`config.mk`:
```
export PLATFORM = sky130hd
export DESIGN_NAME = download_gap_tracker
export DESIGN_NICKNAME = d
export VERILOG_FILES = /design/src/dgt_pkg.sv /design/src/dgt_cell.sv /design/src/dgt_classify.sv /design/src/download_gap_tracker.sv
export SDC_FILE = /design/constraint.sdc
export NUM_CORES = 2
export LEC_CHECK = 0
export BUFFER_PORTS_ARGS = -buffer_cell sky130_fd_sc_hd__buf_2
export CORE_UTILIZATION = 47
export CTS_CLUSTER_DIAMETER = 30
export CTS_CLUSTER_SIZE = 30
export DETAILED_ROUTE_END_ITERATION = 6
export PLACE_DENSITY_LB_ADDON = 0.25
export SYNTH_ARGS = -nofsm -noshare
export SYNTH_HDL_FRONTEND = slang
export SYNTH_SLANG_ARGS = --single-unit
```
`constraint.sdc`:
```
create_clock -name clk -period 22.1 [get_ports clk]
set_clock_uncertainty 0.2 [all_clocks]
set_input_delay 3.315 -clock clk [delete_from_list [all_inputs] [get_ports clk]]
set_output_delay 3.315 -clock clk [all_outputs]
set_load 0.03 [all_outputs]
```
`src/dgt_pkg.sv`:
```
`timescale 1ns / 1ps

package dgt_pkg;

  // Fixed field widths and the default table depth.
  localparam int unsigned DATA_W           = 32;
  localparam int unsigned GAP_COUNT_W      = 5;
  localparam int unsigned DEFAULT_MAX_GAPS = 16;

  // Input transaction kinds.
  localparam logic KIND_RECORD = 1'b0;
  localparam logic KIND_FILL   = 1'b1;

  typedef struct packed {
    logic              kind;
    logic [DATA_W-1:0] range_offset;
    logic [DATA_W-1:0] range_length;
    logic [DATA_W-1:0] expected_offset;
  } in_t;

  typedef struct packed {
    logic                   complete;
    logic [GAP_COUNT_W-1:0] gap_count;
    logic                   table_full;
  } out_t;

  // One stored gap.
  typedef struct packed {
    logic [DATA_W-1:0] start;
    logic [DATA_W-1:0] size;
  } gap_t;

  // Per-cell control: shift from the right neighbor, or load one of two write ports.
  typedef struct packed {
    logic shift;
    logic wr_lo;
    logic wr_hi;
  } cell_ctrl_t;

  // Outcome of checking the head gap against the received range.
  typedef struct packed {
    logic emit_lo;
    logic emit_hi;
    gap_t lo;
    gap_t hi;
  } cls_t;

  typedef enum logic [1:0] {
    ST_IDLE,
    ST_RECORD,
    ST_WALK,
    ST_FINISH
  } state_t;

endpackage

```
`src/dgt_cell.sv`:
```
`timescale 1ns / 1ps

module dgt_cell (
  input  logic             clk,
  input  dgt_pkg::cell_ctrl_t ctrl,
  input  dgt_pkg::gap_t    wr_lo_data,
  input  dgt_pkg::gap_t    wr_hi_data,
  input  dgt_pkg::gap_t    from_next,
  output dgt_pkg::gap_t    gap
);
  import dgt_pkg::*;

  // A write to this slot wins over the shift toward the head.
  always_ff @(posedge clk) begin
    if (ctrl.wr_lo) begin
      gap <= wr_lo_data;
    end else if (ctrl.wr_hi) begin
      gap <= wr_hi_data;
    end else if (ctrl.shift) begin
      gap <= from_next;
    end
  end

endmodule

```
`src/dgt_classify.sv`:
```
`timescale 1ns / 1ps

module dgt_classify (
  input  dgt_pkg::gap_t              head,
  input  logic [dgt_pkg::DATA_W-1:0] d0,
  input  logic [dgt_pkg::DATA_W:0]   d1,
  output dgt_pkg::cls_t              cls
);
  import dgt_pkg::*;

  logic [DATA_W:0]   g0;
  logic [DATA_W:0]   g1;
  logic [DATA_W:0]   d0x;
  logic [DATA_W:0]   right_size;
  logic [DATA_W-1:0] left_size;

  // Range ends carry one extra bit so that they never wrap.
  assign g0         = {1'b0, head.start};
  assign g1         = g0 + {1'b0, head.size};
  assign d0x        = {1'b0, d0};
  assign right_size = g1 - d1;
  assign left_size  = d0 - head.start;

  // Decide how many pieces of the head gap survive and what they are.
  always_comb begin
    cls.emit_lo = 1'b0;
    cls.emit_hi = 1'b0;
    cls.lo      = head;
    cls.hi      = '{start: d1[DATA_W-1:0], size: right_size[DATA_W-1:0]};
    if (d1 <= g0 || d0x >= g1) begin
      // No overlap: the gap stays as it is.
      cls.emit_lo = 1'b1;
    end else if (d0x <= g0 && d1 >= g1) begin
      // Fully covered: the gap goes away.
      cls.emit_lo = 1'b0;
    end else if (d0x <= g0) begin
      // Covered at its start: shrink from the left.
      cls.emit_lo = 1'b1;
      cls.lo      = '{start: d1[DATA_W-1:0], size: right_size[DATA_W-1:0]};
    end else if (d1 >= g1) begin
      // Covered at its end: shrink from the right.
      cls.emit_lo = 1'b1;
      cls.lo.size = left_size;
    end else begin
      // Data strictly inside: split in two.
      cls.emit_lo = 1'b1;
      cls.emit_hi = 1'b1;
      cls.lo.size = left_size;
    end
  end

endmodule

```
`src/download_gap_tracker.sv`:
```
`timescale 1ns / 1ps

// Channel   Direction  Handshake            Payload
// in        input      in_valid / in_stall  in_data   (dgt_pkg::in_t)
// out       output     out_valid / out_stall out_data (dgt_pkg::out_t)
// cfg       input      cfg_wr_en            cfg_wr_data (log_size)
//
// A record transaction passes through the record and finish states; a fill
// transaction walks once through the n gaps held when it is accepted and then
// finishes, because the gap queue rotates once through the head cell and its
// single range checker, one gap per cycle. The next transaction can be
// accepted once the block is back in idle.
// Reset clears the gap count, the control state and log_size; gap contents
// are not cleared. One transaction is in flight at a time; a result waiting on
// out_stall holds back only the finish of the next transaction.

module download_gap_tracker #(
  parameter int unsigned MAX_GAPS = dgt_pkg::DEFAULT_MAX_GAPS
) (
  input  logic                       clk,
  input  logic                       rst,
  input  logic                       in_valid,
  output logic                       in_stall,
  input  dgt_pkg::in_t               in_data,
  output logic                       out_valid,
  input  logic                       out_stall,
  output dgt_pkg::out_t              out_data,
  input  logic                       cfg_wr_en,
  input  logic [dgt_pkg::DATA_W-1:0] cfg_wr_data
);
  import dgt_pkg::*;

  localparam int unsigned CW = $clog2(MAX_GAPS + 1);
  localparam int unsigned GW = (CW > GAP_COUNT_W) ? CW : GAP_COUNT_W;
  localparam logic [CW-1:0] MAX_C = CW'(MAX_GAPS);

  state_t            state;
  state_t            state_next;
  logic [DATA_W-1:0] log_size;
  in_t               item;
  logic [DATA_W:0]   d1;
  logic [CW-1:0]     count;
  logic [CW-1:0]     count_next;
  logic [CW-1:0]     rem;
  logic              full;
  logic              full_next;

  logic              in_take;
  logic              walk_step;
  logic              finish;
  logic              rec_write;
  logic              hi_ok;
  logic              over;
  logic [CW-1:0]     count_m1;
  logic [DATA_W-1:0] rec_len;
  logic [GW-1:0]     count_wide;
  gap_t              rec_gap;
  gap_t              lo_data;
  cls_t              cls;
  gap_t              cells [MAX_GAPS];

  // Configuration register.
  always_ff @(posedge clk) begin
    if (rst) begin
      log_size <= '0;
    end else if (cfg_wr_en) begin
      log_size <= cfg_wr_data;
    end
  end

  // Record length, saturated so that the gap ends at 2^32 at most.
  assign over     = d1[DATA_W] && (d1[DATA_W-1:0] != '0);
  assign rec_len  = over ? (DATA_W'(0) - item.range_offset) : item.range_length;
  assign rec_gap  = '{start: item.range_offset, size: rec_len};
  assign count_m1 = count - CW'(1);

  // The head cell feeds the range checker.
  dgt_classify u_classify (
    .head (cells[0]),
    .d0   (item.range_offset),
    .d1   (d1),
    .cls  (cls)
  );

  // Control for the current cycle.
  always_comb begin
    state_next = state;
    in_stall   = 1'b1;
    in_take    = 1'b0;
    walk_step  = 1'b0;
    finish     = 1'b0;
    rec_write  = 1'b0;
    hi_ok      = 1'b0;
    count_next = count;
    full_next  = full;
    lo_data    = cls.lo;
    case (state)
      ST_IDLE: begin
        in_stall = 1'b0;
        in_take  = in_valid;
        if (in_valid) begin
          full_next  = 1'b0;
          state_next = (in_data.kind == KIND_RECORD) ? ST_RECORD : ST_WALK;
        end
      end
      ST_RECORD: begin
        lo_data = rec_gap;
        if (item.range_length != '0) begin
          if (count < MAX_C) begin
            rec_write  = 1'b1;
            count_next = count + CW'(1);
          end else begin
            full_next = 1'b1;
          end
        end
        state_next = ST_FINISH;
      end
      ST_WALK: begin
        if (rem != '0) begin
          walk_step  = 1'b1;
          hi_ok      = cls.emit_hi && (count < MAX_C);
          count_next = count_m1 + CW'(cls.emit_lo) + CW'(hi_ok);
          if (cls.emit_hi && !(count < MAX_C)) begin
            full_next = 1'b1;
          end
        end else begin
          state_next = ST_FINISH;
        end
      end
      ST_FINISH: begin
        if (!(out_valid && out_stall)) begin
          finish     = 1'b1;
          state_next = ST_IDLE;
        end
      end
      default: begin
        state_next = ST_IDLE;
      end
    endcase
  end

  // Control registers.
  always_ff @(posedge clk) begin
    if (rst) begin
      state <= ST_IDLE;
      count <= '0;
      full  <= 1'b0;
      rem   <= '0;
    end else begin
      state <= state_next;
      count <= count_next;
      full  <= full_next;
      if (in_take) begin
        rem <= count;
      end else if (walk_step) begin
        rem <= rem - CW'(1);
      end
    end
  end

  // Captured transaction and the end of its range.
  always_ff @(posedge clk) begin
    if (in_take) begin
      item <= in_data;
      d1   <= {1'b0, in_data.range_offset} + {1'b0, in_data.range_length};
    end
  end

  // Gap queue: the head leaves each walk step, survivors land at the tail.
  for (genvar j = 0; j < MAX_GAPS; j++) begin : g_cell
    cell_ctrl_t ctrl;
    gap_t       from_next;

    if (j == MAX_GAPS - 1) begin : g_last
      assign from_next = '0;
    end else begin : g_mid
      assign from_next = cells[j + 1];
    end

    assign ctrl.shift = walk_step;
    assign ctrl.wr_lo = (walk_step && cls.emit_lo && (count_m1 == CW'(j)))
                        || (rec_write && (count == CW'(j)));
    assign ctrl.wr_hi = walk_step && hi_ok && (count == CW'(j));

    dgt_cell u_cell (
      .clk        (clk),
      .ctrl       (ctrl),
      .wr_lo_data (lo_data),
      .wr_hi_data (cls.hi),
      .from_next  (from_next),
      .gap        (cells[j])
    );
  end

  // Result register.
  assign count_wide = GW'(count);

  always_ff @(posedge clk) begin
    if (rst) begin
      out_valid <= 1'b0;
    end else if (finish) begin
      out_valid <= 1'b1;
    end else if (!out_stall) begin
      out_valid <= 1'b0;
    end
  end

  always_ff @(posedge clk) begin
    if (finish) begin
      out_data.complete   <= (item.expected_offset >= log_size) && (count == '0);
      out_data.gap_count  <= count_wide[GAP_COUNT_W-1:0];
      out_data.table_full <= full;
    end
  end

  // The queue never holds more gaps than it has cells.
  a_count_bound: assert property (@(posedge clk) disable iff (rst)
    count <= MAX_C)
    else $error("gap count exceeds table depth");

  // A result appears only out of the finish step.
  a_result_source: assert property (@(posedge clk) disable iff (rst)
    $rose(out_valid) |-> $past(state == ST_FINISH))
    else $error("result raised outside finish");

  // Each walk step consumes exactly one original gap.
  a_walk_progress: assert property (@(posedge clk) disable iff (rst)
    (state == ST_WALK && rem != '0) |=> (rem == $past(rem) - CW'(1)))
    else $error("walk counter did not advance");

  // A new transaction is taken only while idle.
  a_accept_idle: assert property (@(posedge clk) disable iff (rst)
    (in_valid && !in_stall) |-> (state == ST_IDLE))
    else $error("transaction accepted while busy");

endmodule

```
# == After elaboration in Yosys (flattened, before gate mapping) ==
# Index checks and enable logic that the tools add are counted.
# totals
register_bits,1206
inputBits,134
output_inout_bits,9
elab_cells,293
# op_classes
n_addsub,10
order_cmp,6
n_eq_ne,42
n_mux,88
n_reduce_logical,102
# op_table
operator,n
$mux W64,49
$mux W65,2
$mux W32,3
$eq A5 B4 Y1 const B,16
$add A32 B32 Y33,2
$reduce_bool A32 Y1,2
$sub A32 B32 Y32,2
$logic_and A1 B1 Y1,56
$reduce_bool A3 Y1,17
$eq A5 B3 Y1 const B,8
$ge A32 B33 Y1,1
$ge A33 B33 Y1,1
$le A33 B32 Y1,1
$ge A32 B32 Y1,1
$le A32 B32 Y1,1
$sub A1 B32 Y32 const A,1
$mux W5,5
$mux W1,22
$eq A5 B2 Y1 const B,4
$logic_or A1 B1 Y1,17
$ne A2 B2 Y1 const B,8
$add A5 B1 Y5,2
$eq A5 B1 Y1 const B,2
$logic_not A5 Y1,2
17 further kinds,23

# == Longest topological paths before layout ==
# logic_depth
ltp_word,13
depth_mapped,38
depth_no_buf,36

# == Cells and area by module ==
# A second synthesis with hierarchy kept.
# hier_totals
hier_cells,6768
area_unflattened_um2,72573.4
# modules_own_cells
mod,instances,cells_per_inst,area_each_um2,seq_area_each_um2
dgt_cell,16,278,3271.9,1921.8
download_gap_tracker,1,1103,11138.2,5004.8
dgt_classify,1,1217,9085.0,0.0

# == Worst setup path before layout ==
# No wires, ideal clock.
# synth_path
path_type,register -> register
start,reg g_cell[0].u_cell.gap[32] (netlist bit)
end,reg g_cell[15].u_cell.gap[0] (netlist bit) (enable)
setup_ns,0.693
t_arrival_ns,6.755
required_ns,21.207
setup_slack_ns,14.452
path_stages_with_launch,31
n_path_buf,4
period_less_slack_ns,7.648
path_cell_list,edfxtp_1 ha_1 fa_1 a21o_1 a221oi_1 o2bb2ai_1 nor3b_1 nor2_1 nand2_1 a31o_2 nand3_1 o21ai_0 a221oi_1 inv_1 ha_1 a21o_1 a21o_1 a21oi_1 nand2_1 a211oi_1 a21o_1 o311ai_1 a31oi_2 o21bai_1 or3_1 buf_2 buf_6 a32oi_1 buf_2 buf_2 nand2_1
# synth_via
elab_chain_cells,12
elab_cells_between_ends,22
cone_classes,add/sub (1); order compare (4); mux (8); reduce/logical (9)
# synth_lines
item,line,source
from (decl),dgt_cell.sv:9,output dgt_pkg::gap_t gap
from (signal assigned),dgt_cell.sv:16,gap <= wr_lo_data;
from (signal assigned),dgt_cell.sv:18,gap <= wr_hi_data;
from (signal assigned),dgt_cell.sv:20,gap <= from_next;
$add A32 B32 Y33,dgt_classify.sv:19,"assign g1 = g0 + {1'b0, head.size};"
$ge A33 B33 Y1,"dgt_classify.sv:33, dgt_classify.sv:40",
$mux W1,dgt_classify.sv:40,end else if (d1 >= g1) begin
$mux W1,dgt_classify.sv:36,end else if (d0x <= g0) begin
$mux W65,dgt_classify.sv:33,end else if (d0x <= g0 && d1 >= g1) begin
$mux W65,dgt_classify.sv:30,if (d1 <= g0 || d0x >= g1) begin
$logic_and A1 B1 Y1,download_gap_tracker.sv:121,hi_ok = cls.emit_hi && (count < MAX_C);
$mux W1,download_gap_tracker.sv:119,if (rem != '0) begin
$mux W1,download_gap_tracker.sv:97,case (state)
$logic_and A1 B1 Y1 (2 in series),download_gap_tracker.sv:183,assign ctrl.wr_hi = walk_step && hi_ok && (count == CW'(j));
$reduce_bool A3 Y1 (no line) (*),--,
to (signal assigned),dgt_cell.sv:16,
to (signal assigned),dgt_cell.sv:18,
to (signal assigned),dgt_cell.sv:20,
to (decl),dgt_cell.sv:9,
# Every way passes the cells marked *; elsewhere a longest branch is shown, timed or not.
# A chain may end at the register's enable or synchronous reset.

# == Worst setup path in the final report ==
# layout_path
start,reg g_cell[0].u_cell.gap[32] (netlist bit)
end,reg g_cell[15].u_cell.gap[26] (netlist bit) (enable)
# The elaborated chain is that of the path after synthesis.

==> out/qor.yml <==
die:
  die_y_um: 392
  coreArea_um2: 150000
  die_w_um: 392
  io_pins: 143
  std_cell_rows: 142
  die_area_um2: 154000
  start_util: 0.475
worst_hold_path:
  hold_path_depth: 0
  hold_class: "flip-flop to flip-flop"
timing:
  setup_viol: 0
  fin_hold_ws_ns: 0.251
  slew_headroom: 0.0976
  fin_crit_sh: 0.411
  drv_slew: 0
  setup_tns_ns: 0
  max_freq_mhz: 110
  finalHoldViolations: 0
  period_minus_slack_ns: 9.07
  worstMarginPinSlew_ns: 1.35
  grt_setup_unrepaired: "false"
  setup_ws_ns: 13.03
run:
  maxCapViolCount: 0
clock_network:
  htreeDepth: 5
  cts_hold_buffers: 0
  cts_buffers: 310
  clkTransAtPathRegs_ns: 0.04
  cts_sinks: 1206
  worst_skew_pair.late_latency_ns: 0.88
  cts_setup_buffers: 0
  cts_buffer_depth: 4
  cts-root-buf: "clkbuf_16"
  cts_resized: 0
  cts_tree: "built"
yosys:
  synth_area_per_cell_um2: 12.9
  synth-seq-cells: 1206
  ys.flop_type: "edfxtp_1"
  yosys_warnings: 0
  seq_area_frac_synth: 0.500
  synth_top_family_by_area: "multiplexers"
  synth.most_common_cell: "mux2i_1"
  synth_top_area_frac: 0.487
  synth_edf_count: 1160
  synth_compound_area_frac: 0.0677
  synth_area_leaders: "edfxtp_1 49%, mux2i_1 28%, ha_1 4.7%"
  syn_inst: 5553
  yosys.area.top_type: "edfxtp_1"
  ys_async_sr_fraction: 0
  synth_cell_types: 89
  synthSimpleGateAreaFrac: 0.0417
  syn_nets: 5962
  synth-adder-area-share: 0.0487
  netlist_top_cells_count: "2,020 x mux2i_1, 1,160 x edfxtp_1, 270 x ha_1, 207 x inv_1, 175 x clkbuf_1"
  synth_xor_area_frac: 0.0180
  syn_area_um2: 71500
  synth.area.mux_share: 0.283
placed_design:
  finalWeightedCongestion: 0.961
  port_buffers: 142
  place_ws_ns: 13.05
  hpwl_mm: 138
outcome:
  status: "finished, final reports clean"
grt:
  grt_pass1_vias: 48104
  grt_use_total: 0.260
  grt_max_degree: 68
  grt.overflow.total: 0
  antenna_found_initial: 10
  grt_pass1_wl_mm: 305
final_layout:
  num-nets-final: 6130
  area_delta_synth_final_pct: 18.3
  post-route-util: 0.562
  drive_gt1_frac: 0.154
setup_path:
  cpMostUsedCell: "a21o_1"
  startpoint_type: "flip-flop"
  critPathMaxFanout: 65
  critical_path_required_ns: 22.26
  cp_slowest_stage_delay_ns: 0.86
  crit_type: "flip-flop to flip-flop"
  critical_path_arrival_ns: 9.23
  rr_worst_depth: 29
  setup.worst_path.end_class: "flip-flop"
  slowest_stage: "buf_4"
routing:
  wl_mm: 200
  routed_via_density: 5.87
  drc_errors: 0
  drt_first_pass_iters: 7
  drtIter0Drc: 3577
  wl_per_cell_um: 25.1
  dr_total_vias: 46821
  ant_nets: 0
cell families (layout without fill, tap and decap cells):
| kind of cell | count (synthesis) | in the layout |
|---|---|---|
| multiplexers | 2022 | 2022 |
| flip-flops | 1206 | 1206 |
| buffers and inverters | 659 | 1057 |
| AO/OA/AOI/OAI | 647 | 647 |
| AND/OR/NAND/NOR | 597 | 597 |
| adder cells (fa/ha/maj) | 275 | 275 |
| XOR/XNOR | 147 | 147 |
| other | 0 | 9 |
worst max-delay path, delay by kind of cell (launching register included):
kind | cells | cell delay, ns
buffers and inverters | 4 | 1.48
adders and majority gates | 3 | 1.00
and+or+nand+nor | 7 | 1.83
AOI/OAI and AO/OA | 15 | 3.41
DFF | 1 | 0.45
flip-flops by register name (all words and copies together) (netlist names):
register           cells
g_cell.u_cell.gap   1024
item                  96
d1                    33
log_size              32
out_data               7
count                  5
rem                    5
state                  2
full                   1
out_valid              1
final cells by class:
cell class / instances / area (µm²)
flip-flops and latches: 1206 / 35800
clock buffers: 349 / 8090
inverters: 208 / 788
well taps: 2016 / 2520
clock inverters: 193 / 2020
fillers: 12199 / 65800
repair buffers: 307 / 1950
multi-input cells: 3688 / 33400
diodes: 9 / 22.5
metal layers:
layer  global-route usage  share of wire  wire (µm)  vias to the layer above
met4                0.107          0.035       6910                        2
li1                     -              -          -                    21538
met2                0.403           0.45      90300                     1384
met3               0.0459          0.055      11000                      351
met5                    0       0.000065         13                        -
met1                0.358           0.46      91900                    23546
through the flow:
stage | cell area [µm²] | cells
after floorplan | 71500 | 5553
after global placement | 74400 | 7425
after detailed placement | 74400 | 7425
after CTS | 84500 | 7967
after global routing | 84500 | 7976
final | 84500 | 7976
cell usage in the layout (no fill, tap or decap), types with 32 or more instances in the layout:
master	netlist	layout
xnor2_1	92	92
buf_4	38	165
buf_2	169	142
ha_1	270	269
nor3_1	42	42
bufinv_16	0	37
nand2b_1	47	32
mux2i_1	2020	2008
o2bb2ai_2	34	34
clkinv_2	0	56
inv_1	207	206
clkinv_1	0	46
a21oi_1	140	140
nand3_1	49	48
nand4_1	37	37
dfxtp_1	46	46
nand2_1	119	118
edfxtp_1	1160	1160
xor2_1	55	54
nor2_1	168	167
a21o_1	77	77
clkbuf_16	0	318
o21ai_0	72	71
path summary, 6_finish.rpt:
kind	to	from	slack (ns)
max	g_cell[15].u_cell.gap[26]$_DFFE_PP_	g_cell[0].u_cell.gap[32]$_DFFE_PP_	13.03
min	out_data[0]$_DFFE_PP_	full$_SDFFE_PP0P_	0.25
max reg2reg	g_cell[15].u_cell.gap[26]$_DFFE_PP_	g_cell[0].u_cell.gap[32]$_DFFE_PP_	13.03
min reg2reg	out_data[0]$_DFFE_PP_	full$_SDFFE_PP0P_	0.25
Power is left out: the tool's default activity adds up to more than one toggle a clock period on the data nets, which glitch-free logic cannot reach.
